[src/hw/rtl/natural_cubic_spline_coefficients_top_macros.svh]
// assertion macros for the spline coefficient block
`ifndef NATURAL_CUBIC_SPLINE_COEFFICIENTS_TOP_MACROS_SVH
`define NATURAL_CUBIC_SPLINE_COEFFICIENTS_TOP_MACROS_SVH
`ifndef SYNTHESIS
`define NCS_ASSERT_NOW(lbl, ante, cons) \
  lbl: assert property (@(posedge clk) disable iff (!rst_n) (ante) |-> (cons)) \
    else $error("ncs assertion failed");
`define NCS_ASSERT_NEXT(lbl, ante, cons) \
  lbl: assert property (@(posedge clk) disable iff (!rst_n) (ante) |=> (cons)) \
    else $error("ncs assertion failed");
`else
`define NCS_ASSERT_NOW(lbl, ante, cons)
`define NCS_ASSERT_NEXT(lbl, ante, cons)
`endif
`endif

[src/hw/rtl/ncs_pkg.sv]
// shared constants, command and status types of the spline coefficient block
package ncs_pkg;

  localparam int DEF_MAX_SEGMENTS = 64;
  localparam int DEF_VALUE_WIDTH  = 32;
  localparam int WORK_W  = 64;
  localparam int MAG_W   = 63;
  localparam int FRAC_W  = 16;
  localparam int DIV_W   = 31;
  localparam int ADDR_W  = 7;
  localparam int SAMPLE_W = 32;
  localparam int COUNT_W = 7;

  localparam logic CFG_GRID_STEP     = 1'b0;
  localparam logic CFG_SEGMENT_COUNT = 1'b1;

  typedef enum logic [4:0] {
    OP_NONE,
    OP_CLR,
    OP_LD_YA,
    OP_LD_YB,
    OP_SW_R,
    OP_SW_N,
    OP_SW_P,
    OP_SW_Q,
    OP_BK_LD,
    OP_BK_M,
    OP_OUT_LD,
    OP_OUT_ARG,
    OP_CH_LD,
    OP_CH_STEP,
    OP_CH_FIN,
    OP_PUB,
    OP_OUT_NEXT
  } op_t;

  typedef enum logic [1:0] {
    DSRC_ONE,
    DSRC_NUM,
    DSRC_CHAIN
  } div_src_t;

  typedef enum logic [1:0] {
    CH_B,
    CH_C,
    CH_D
  } chain_t;

  typedef struct packed {
    op_t               op;
    logic              s_we;
    logic [ADDR_W-1:0] s_addr;
    logic [ADDR_W-1:0] c_rd_addr;
    logic [ADDR_W-1:0] c_wr_addr;
    logic              div_start;
    div_src_t          div_src;
    chain_t            chain;
    logic [ADDR_W-1:0] idx;
    logic              last;
  } cmd_t;

  typedef struct packed {
    logic div_busy;
    logic div_done;
    logic mul_done;
    logic out_valid;
    logic out_xfer;
  } st_t;

endpackage

[src/hw/rtl/ncs_ctrl.sv]
// sequencer: load, forward sweep, back pass and per-segment output
`include "natural_cubic_spline_coefficients_top_macros.svh"
module ncs_ctrl (
  input  logic                       clk,
  input  logic                       rst_n,
  input  logic [ncs_pkg::ADDR_W-1:0] n_eff,
  input  logic                       in_valid,
  output logic                       in_ready,
  input  ncs_pkg::st_t               st,
  output ncs_pkg::cmd_t              cmd
);
  import ncs_pkg::*;

  typedef enum logic [4:0] {
    S_LOAD, S_INIT_A, S_INIT_B, S_INIT_C,
    S_SW_RD, S_SW_Y, S_SW_N, S_SW_D1, S_SW_W1, S_SW_D2, S_SW_W2,
    S_BK_RD, S_BK_LD, S_BK_W,
    S_OUT_A, S_OUT_B, S_OUT_RD, S_OUT_LD, S_OUT_ARG,
    S_CH_LD, S_CH_S, S_CH_W, S_CH_FIN, S_PUB, S_WAIT
  } state_t;

  state_t            state_r;
  logic [ADDR_W-1:0] loaded_r, idx_r;
  chain_t            chain_r;
  logic [1:0]        ccnt_r;
  logic              in_xfer;

  assign in_ready = (state_r == S_LOAD);
  assign in_xfer  = in_valid & in_ready;

  always_comb begin
    cmd           = '0;
    cmd.op        = OP_NONE;
    cmd.div_src   = DSRC_CHAIN;
    cmd.chain     = chain_r;
    cmd.idx       = idx_r;
    cmd.last      = (idx_r == n_eff);
    cmd.s_addr    = idx_r;
    cmd.c_rd_addr = idx_r + ADDR_W'(1);
    cmd.c_wr_addr = idx_r + ADDR_W'(1);
    case (state_r)
      S_LOAD: begin
        cmd.s_addr = loaded_r;
        cmd.s_we   = in_valid;
      end
      S_INIT_A: begin
        cmd.s_addr = '0;
        cmd.op     = OP_CLR;
      end
      S_INIT_B: begin
        cmd.s_addr = ADDR_W'(1);
        cmd.op     = OP_LD_YA;
      end
      S_INIT_C: cmd.op = OP_LD_YB;
      S_SW_Y:   cmd.op = OP_SW_R;
      S_SW_N:   cmd.op = OP_SW_N;
      S_SW_D1: begin
        cmd.div_start = 1'b1;
        cmd.div_src   = DSRC_ONE;
      end
      S_SW_W1:  if (st.div_done) cmd.op = OP_SW_P;
      S_SW_D2: begin
        cmd.div_start = 1'b1;
        cmd.div_src   = DSRC_NUM;
      end
      S_SW_W2:  if (st.div_done) cmd.op = OP_SW_Q;
      S_BK_LD:  cmd.op = OP_BK_LD;
      S_BK_W: begin
        cmd.c_wr_addr = idx_r;
        if (st.mul_done) cmd.op = OP_BK_M;
      end
      S_OUT_A: begin
        cmd.s_addr = '0;
        cmd.op     = OP_CLR;
      end
      S_OUT_B:   cmd.op = OP_LD_YA;
      S_OUT_LD:  cmd.op = OP_OUT_LD;
      S_OUT_ARG: cmd.op = OP_OUT_ARG;
      S_CH_LD:   cmd.op = OP_CH_LD;
      S_CH_S:    cmd.div_start = 1'b1;
      S_CH_W:    if (st.div_done) cmd.op = OP_CH_STEP;
      S_CH_FIN:  cmd.op = OP_CH_FIN;
      S_PUB:     cmd.op = OP_PUB;
      S_WAIT:    if (st.out_xfer) cmd.op = OP_OUT_NEXT;
      default: ;
    endcase
  end

  always_ff @(posedge clk) begin
    if (!rst_n) begin
      state_r  <= S_LOAD;
      loaded_r <= '0;
      idx_r    <= '0;
      chain_r  <= CH_B;
      ccnt_r   <= '0;
    end else begin
      case (state_r)
        S_LOAD: begin
          if (in_xfer) begin
            // run starts once n+1 samples are held
            if (loaded_r >= n_eff) begin
              loaded_r <= '0;
              state_r  <= S_INIT_A;
            end else begin
              loaded_r <= loaded_r + ADDR_W'(1);
            end
          end
        end
        S_INIT_A: state_r <= S_INIT_B;
        S_INIT_B: state_r <= S_INIT_C;
        S_INIT_C: begin
          if (n_eff < ADDR_W'(2)) begin
            idx_r   <= ADDR_W'(1);
            state_r <= S_OUT_A;
          end else begin
            idx_r   <= ADDR_W'(2);
            state_r <= S_SW_RD;
          end
        end
        S_SW_RD: state_r <= S_SW_Y;
        S_SW_Y:  state_r <= S_SW_N;
        S_SW_N:  state_r <= S_SW_D1;
        S_SW_D1: state_r <= S_SW_W1;
        S_SW_W1: if (st.div_done) state_r <= S_SW_D2;
        S_SW_D2: state_r <= S_SW_W2;
        S_SW_W2: begin
          if (st.div_done) begin
            if (idx_r == n_eff) begin
              state_r <= S_BK_RD;
            end else begin
              idx_r   <= idx_r + ADDR_W'(1);
              state_r <= S_SW_RD;
            end
          end
        end
        S_BK_RD: state_r <= S_BK_LD;
        S_BK_LD: state_r <= S_BK_W;
        S_BK_W: begin
          if (st.mul_done) begin
            if (idx_r == ADDR_W'(2)) begin
              idx_r   <= ADDR_W'(1);
              state_r <= S_OUT_A;
            end else begin
              idx_r   <= idx_r - ADDR_W'(1);
              state_r <= S_BK_RD;
            end
          end
        end
        S_OUT_A:  state_r <= S_OUT_B;
        S_OUT_B:  state_r <= S_OUT_RD;
        S_OUT_RD: state_r <= S_OUT_LD;
        S_OUT_LD: state_r <= S_OUT_ARG;
        S_OUT_ARG: begin
          chain_r <= CH_B;
          ccnt_r  <= 2'd1;
          state_r <= S_CH_LD;
        end
        S_CH_LD: state_r <= S_CH_S;
        S_CH_S:  state_r <= S_CH_W;
        S_CH_W: begin
          if (st.div_done) begin
            if (ccnt_r == 2'd1) begin
              state_r <= S_CH_FIN;
            end else begin
              ccnt_r  <= ccnt_r - 2'd1;
              state_r <= S_CH_S;
            end
          end
        end
        S_CH_FIN: begin
          case (chain_r)
            CH_B: begin
              chain_r <= CH_C;
              ccnt_r  <= 2'd2;
              state_r <= S_CH_LD;
            end
            CH_C: begin
              chain_r <= CH_D;
              ccnt_r  <= 2'd3;
              state_r <= S_CH_LD;
            end
            default: state_r <= S_PUB;
          endcase
        end
        S_PUB: state_r <= S_WAIT;
        S_WAIT: begin
          if (st.out_xfer) begin
            if (idx_r == n_eff) begin
              state_r <= S_LOAD;
            end else begin
              idx_r   <= idx_r + ADDR_W'(1);
              state_r <= S_OUT_RD;
            end
          end
        end
        default: state_r <= S_LOAD;
      endcase
    end
  end

  `NCS_ASSERT_NOW(a_no_load_while_out, st.out_valid, !in_ready)
  `NCS_ASSERT_NOW(a_div_start_idle, cmd.div_start, !st.div_busy)
  `NCS_ASSERT_NEXT(a_run_blocks_input, in_xfer && (loaded_r >= n_eff), !in_ready)

endmodule
[config.mk]
export PLATFORM = sky130hd
export DESIGN_NAME = ncs_ctrl
export DESIGN_NICKNAME = d
export VERILOG_FILES = /design/src/hw/rtl/ncs_pkg.sv /design/src/hw/rtl/ncs_ctrl.sv
export VERILOG_INCLUDE_DIRS = /design/src /design/src/hw/rtl
export SDC_FILE = /design/constraint.sdc
export NUM_CORES = 1
export LEC_CHECK = 0
export ABC_CLOCK_PERIOD_IN_PS = 5500
export CORE_ASPECT_RATIO = 1.2
export CORE_MARGIN = 2
export CORE_UTILIZATION = 65
export CTS_CLUSTER_DIAMETER = 200
export DETAILED_ROUTE_END_ITERATION = 8
export DONT_BUFFER_PORTS = 1
export GPL_TIMING_DRIVEN = 0
export PLACE_DENSITY = 0.81
export SETUP_SLACK_MARGIN = 0.4
export SLEW_MARGIN = 25
export SYNTH_ARGS = -nofsm -noshare
export SYNTH_HDL_FRONTEND = slang
export SYNTH_SLANG_ARGS = --single-unit
[constraint.sdc]
create_clock -name clk -period 5.5 [get_ports clk]
set_input_delay 1.1 -clock clk [delete_from_list [all_inputs] [get_ports clk]]
set_output_delay 1.1 -clock clk [all_outputs]
set_load 0.005 [all_outputs]
* After elaboration in Yosys (flattened, before gate mapping)
Index checks and enable logic that the tools add are counted.
Storage, ports and cells: output and inout bits 41, word-level logic and storage cells 102, flip-flop bits (word level) 23
Operators by class: multiplexer cells 39, bitwise operators 1, $add $sub $neg 4, reduce and logical (&&, ||, !) cells 14, equal/unequal tests 37, $lt $le $gt $ge 2
Operators with widths (count):
- $pmux W5 S25 | 1
- $pmux W5 S16 | 1
- $mux W7 | 7
- $eq A5 B5 Y1 const B | 9
- $mux W5 | 9
- $eq A5 B4 Y1 const B | 8
- $pmux W7 S4 | 1
- $pmux W7 S3 | 1
- $eq A5 B3 Y1 const B | 4
- $mux W4 | 4
- $pmux W2 S2 | 4
- $add A7 B1 Y7 const B | 2
- $mux W3 | 4
- $ne A2 B2 Y1 const B | 6
- $eq A5 B2 Y1 const B | 2
- $mux W2 | 4
- $reduce_and A4 Y1 | 2
- $eq A7 B2 Y1 const B | 1
- $eq A7 B7 Y1 | 1
- $ge A7 B7 Y1 | 1
- $lt A7 B2 Y1 const B | 1
- $reduce_and A7 Y1 | 1
- $sub A7 B1 Y7 const B | 1
- $pmux W2 S3 | 1
- 15 further kinds | 21

* Longest topological paths before layout
Gate-level depths: netlist of the first run.
depth in word-level cells 4, gate-level depth with buffers 9, mapped depth without buffers 8

* Worst setup path before layout of the first run
OpenSTA, ideal clock, no wires.
path type input to register, from in n_eff[0] (netlist bit), to reg state_r[0], stages on the path 7, setup slack 2.751 ns, setup time 0.115 ns, arrival 2.634 ns, path buffers 0, path through ha_1 nand2b_1 a2111oi_0 nor3_1 o21ai_4 a21oi_1 and2_1
Between the ends: cells in the longest elaborated chain, start to end 4, elaborated cells on any way between the ends 7
Ends and longest elaborated chain:
- from (decl) | RTL line ncs_ctrl.sv:6 | input logic [ncs_pkg::ADDR_W-1:0] n_eff,
- parallel branches: the longest is 4 deep, another holds $ge A7 B7 Y1
- to (signal assigned) | RTL line ncs_ctrl.sv:103 | state_r <= S_INIT_A;
- to (signal assigned) | RTL line ncs_ctrl.sv:129 | state_r <= S_BK_RD;
- to (signal assigned) | RTL line ncs_ctrl.sv:132 | state_r <= S_SW_RD;
- to (decl) | RTL line ncs_ctrl.sv:22 | state_t state_r;
Parallel ways; which one is timed is not known. The select of a mux whose other input is x is not followed. A chain may end at the register's enable or synchronous reset.

==> run metrics, run 1 <==
P_sw 0.431 mW; post-synth cell types 60; Clock Tree Root clkbuf_8; vias in the first global route 2251; Setup Slack @ Placement 2.54 ns; Setup WS post-layout 2.18 ns; Worst Hold Slack 0.510 ns; top post-synthesis cells by area dfxtp_1, ha_1, xnor2_1, a21oi_1, nor2_1; failing checks design-rule violations; CTS Buf Count 3; Seq/Total Area, Yosys 19.6%; WP buf/inv 3; Post-CTS Setup Inserts 0; # fillers 300; CTS tree built; area leader, netlist dfxtp_1; Switching Fraction 49.3%; CP Launch Type flop; Most Frequent Cell on Critical Path clkbuf_1; met2 global-route usage 52.7%; Layout Nets 354; Slew @ Worst Pin 0.629 ns; CTS Hold Bufs 0; Max Fclk 301 MHz; Setup Skew 0.00552 ns; run status finished with violations; Std-Cell Rows 23; YS warnings 0; asr flop ratio synth 0%; first-pass GRT wire length 10300 um; share of layout cells above drive strength 1 7.06%; Mean Syn Cell Area 7.29 sq um; drt initial violations 263; peak supply drop 0.196 mV; routed vias/inst 6.75; Gate power share 62.8%; busiest grt layer met2; Worst-path clk slew 0.09 ns; Int Pwr 0.444 mW; dpl hpwl 4880 um; cell count along the critical path 6; cell count of the worst hold path 2; clk sinks 23; CP Max Fanout 10; synthesized area 2350 sq um; via count 2450; Synth Instances 322; kind of critical path reg2out; most common cell in the synthesized netlist nor2_1; Syn Nets 349; # setup viols final 0; top cells by count, synth nor2_1, nand2_1, a21oi_1; GRT Total Usage 31.6%; Reg power frac 24.6%; CP Capture Type output port; Reg area 460 sq um; Ports 56; die area 4110 sq um; multi-input logic area 1710 sq um; delay-heaviest family, CP buffers and inverters; clock latency on the worst-skew pair 0.27 ns; M3 GR Usage 5.78%; clock power share 12.5%; Leak Pwr 0.932 nW; P per Cell Area 359 nW/um^2; grt ovf 0; initial antenna violation count 0; CP peak stage delay 0.45 ns; RSZ-0062 raised after global routing no; Critical Path AT 2.22 ns; WL/cell 17.8 um; fin crit share 60.3%; synthesized flop and latch total 23; Total Neg Setup Slack 0 ns; Die Y 69.8 um; relative slew slack 58.0%; area share of the largest cell type after synthesis 19.6%; Slowest cell on crit path o21ai_1; Final Hold Fails 0; Max H-tree Level 1; Core Region 3400 sq um; number of diodes 0; Starting Density 69.1%; prevailing post-synth register cell dfxtp_1; global placement routability congestion 1.01; critical path required time 4.40 ns; Resize count post-CTS 0; max_cap viols 0; Final Critical Period 3.32 ns; routing usage on met1 38.7%; largest net degree at the start of global routing 13; final WL 6450 um; number of flops mapped to enable cells by yosys 0; FF-to-FF path depth 8; Die W 58.8 um; worst-path cell chain clkbuf_1, inv_1, clkbuf_1, nor3_1, o21ai_1, a22o_1; drc violations 2; I/O Buffers 0; Final ANT Viol Nets 0; Area Growth Syn to Fin 3.89%; Min-Delay Path Class reg2reg; Final Max Tran Viols 0; clk buf depth 2; First-pass DRT Iterations 7
==> layout by cell type, fill, tap and decap left out, types with 3 or more instances in the layout <==
cell	instances
ha_1	12
xnor2_1	15
o22ai_1	3
nor3_1	11
nand2_1	29
nor2_1	33
dfxtp_1	23
clkbuf_8	3
nand3_1	15
o21ai_0	14
buf_2	8
nand4_1	4
clkbuf_1	10
mux2i_1	3
o211ai_1	4
o21a_1	4
inv_1	17
a22o_1	7
and2_1	4
nor2b_1	7
o221ai_1	3
and3_1	3
nand2b_1	7
a21oi_1	25
o31ai_1	3
a211oi_1	4
xor2_1	13
==> metrics by stage <==
stage,power [mW],cells,cell area [sq um],util (%)
2_1_floorplan,0.646,322,2350,-
3_3_place_gp,0.748,359,2390,70.4
3_5_place_dp,0.755,359,2390,70.4
4_1_cts,0.865,363,2440,71.8
5_1_grt,0.933,363,2440,71.8
6_report,0.875,363,2440,71.8
==> per-layer routing <==
layer  up-vias  wire length, um
met4         0              138
li1       1169                -
met2       134             3140
met3        17              554
met5         -                0
met1      1130             2620
==> area by class of cell <==
class                      count  area share, %
multi-input combinational    259           70.0
sequential                    23           18.9
buffer                        22           4.57
inverter                      18           2.77
tap                           37           1.90
clock buffer                   4           1.85
==> flip-flops by register name, summed over array words and instances (netlist names) <==
signal / cells
state_r: 5
loaded_r: 7
ccnt_r: 2
chain_r: 2
idx_r: 7
==> power groups by stage <==
stage	logic (mW)	clock network, mW	registers (mW)
CTS	0.538	0.112	0.215
finish	0.550	0.110	0.216
global placement	0.529	0	0.219
floorplan	0.434	0	0.212
global route	0.597	0.117	0.219
detailed placement	0.536	0	0.219
==> path summary, 6_finish.rpt <==
| kind | from | end | slack (ns) |
|---|---|---|---|
| max | state_r[2] | cmd[30] | 2.18 |
| min | ccnt_r[1] | ccnt_r[1] | 0.51 |
| max reg2reg | loaded_r[0] | state_r[0] | 3.15 |
| min reg2reg | ccnt_r[1] | ccnt_r[1] | 0.51 |
==> logic make-up (layout without fill, tap and decap cells) <==
| family | Yosys count | in the layout | share of synthesized area (%) |
|---|---|---|---|
| simple gates | 126 | 126 | 27.4 |
| mux | 4 | 4 | 1.76 |
| compound gates | 89 | 89 | 26.8 |
| flops | 23 | 23 | 19.6 |
| buf+inv | 40 | 44 | 7.63 |
| xor+xnor | 28 | 28 | 10.5 |
| fa+ha+maj | 12 | 12 | 6.40 |
==> tightest hold or removal path, cell delays in order (launching register included) <==
cell	delay (ns)
dfxtp_1	0.33
mux2i_1	0.06
nor2_1	0.08
Power figures use the tool's default switching activity.
==> run 2, diff against run 1 <==
Settings changed: ABC_CLOCK_PERIOD_IN_PS 5500 to 3200, CORE_UTILIZATION 65 to 64, PLACE_DENSITY 0.81 to 0.8.
Clock period 5.5 ns to 3.2 ns, I/O delays scaled along.
==> run metrics, run 2 (synthesis results as in run 1) <==
run status finished clean; Slew @ Worst Pin 0.648 ns; largest net degree at the start of global routing 13; Ports 56; worst hold path startpoint rst_n; CTS tree built; final WL 6490 um; Final Hold Fails 0; Slowest cell on crit path buf_1; WL/cell 17.8 um; commonest cells after routing, fill and taps aside nor2_1, nand2_1, a21oi_1; Reg area 460 sq um; Max Fclk 377 MHz; delay-heaviest family, CP simple AND/OR/NAND/NOR gates; clk sinks 23; drt initial violations 159; Max H-tree Level 1; multi-input logic area 1710 sq um; most common cell after layout, fill and taps aside nor2_1; global placement routability congestion 0.944; I/O Buffers 0; via count 2417; r2r startpoint loaded_r[0]; Final Critical Period 2.66 ns; Top Registers idx_r (7), loaded_r (7), state_r (5); Worst-path clk slew 0.09 ns; share of layout cells above drive strength 1 7.98%; Power Total 1.51 mW; worst setup path start idx_r[2]; Setup Skew 0.00868 ns; GRT Total Usage 31.9%; grt ovf 0; Die Y 70.3 um; DRT met1 WL 2580 um; Critical Path AT 2.02 ns; Final ANT Viol Nets 0; initial antenna violation count 0; dpl hpwl 4910 um; drc violations 0; # fillers 333; uppermost layer routed met4; Final Max Tran Viols 0; peak supply drop 0.352 mV; number of diodes 0; relative slew slack 56.8%; Die W 59.3 um; Leak Pwr 0.939 nW; CTS Buf Count 3; clock latency on the worst-skew pair 0.27 ns; WP buf/inv 1; CP Capture Type output port; fin crit share 83.0%; vias in the first global route 2213; Starting Density 65.7%; Core Region 3570 sq um; First-pass DRT Iterations 4; met2 WL post-DR 3270 um; RSZ-0062 raised after global routing no; max_cap viols 0; CP peak stage delay 0.49 ns; Layout Nets 354; # setup viols final 0; Clock Tree Root clkbuf_8; die area 4170 sq um; first-pass GRT wire length 10500 um; critical path required time 2.56 ns; Std-Cell Rows 24; routed vias/inst 6.62; CP Max Fanout 10; clk buf depth 2; Area Growth Syn to Fin 4.27%; kind of critical path reg2out; worst-path cell chain buf_1, nand3_1, nor3_1, xor2_1; Total Neg Setup Slack 0 ns; Met3 Wirelength 463 um; Min-Delay Path Class in2reg; P per Cell Area 617 nW/um^2; CP Launch Type flop
## run 2: what timing repair did
action,CTS,global route
resized for setup,1,4
setup buffers,0,0
hold buffers,0,0
endpoints found under the setup margin,7,9
## run 2: metal layers
metal | global-route usage (%) | vias to the layer above
met2 | 53.4 | 111
met5 | 0 | -
met4 | 14.1 | 0
met1 | 38.0 | 1122
li1 | - | 1165
met3 | 6.67 | 19
## run 2: worst register-to-register path: cells and delay by family (launching register included)
family | cells | cell delay (ns)
and+or+nand+nor | 2 | 0.22
buffers and inverters | 1 | 0.08
DFF | 1 | 0.42
adders and majority gates | 1 | 0.26
AOI/OAI and AO/OA | 4 | 1.25
## run 2: stage by stage
step / utilization [%] / area (sq um) / hold slack, ns / instances / setup slack, ns
global placement: 67.0 / 2390 / 0.477 / 361 / 0.645
finish: 68.5 / 2450 / 0.477 / 365 / 0.544
CTS: 68.4 / 2440 / 0.483 / 365 / 0.444
floorplan: - / 2350 / 0.460 / 322 / 0.911
detailed placement: 67.0 / 2390 / 0.491 / 361 / 0.634
global route: 68.5 / 2450 / 0.466 / 365 / 0.447
## run 2: power by group
group          total, mW  switching (mW)  internal, mW  leakage [nW]
registers          0.374          0.0482         0.325         0.187
clock network      0.193           0.104        0.0892        0.0228
logic              0.944           0.592         0.352         0.729
## run 2: path summary, 6_finish.rpt
check | endpoint | slack [ns] | cells after the start
max | cmd[18] | 0.54 | 4
min | ccnt_r[0] | 0.48 | 1
max reg2reg | loaded_r[5] | 0.91 | 8
min reg2reg | ccnt_r[1] | 0.51 | 2
## run 2: final cells by class
cell class	instances	area share [%]
plain buffers	22	4.65
clock buffers	4	1.84
flip-flops and latches	23	18.8
inverters	18	2.76
multi-input cells	259	69.9
well taps	39	1.99
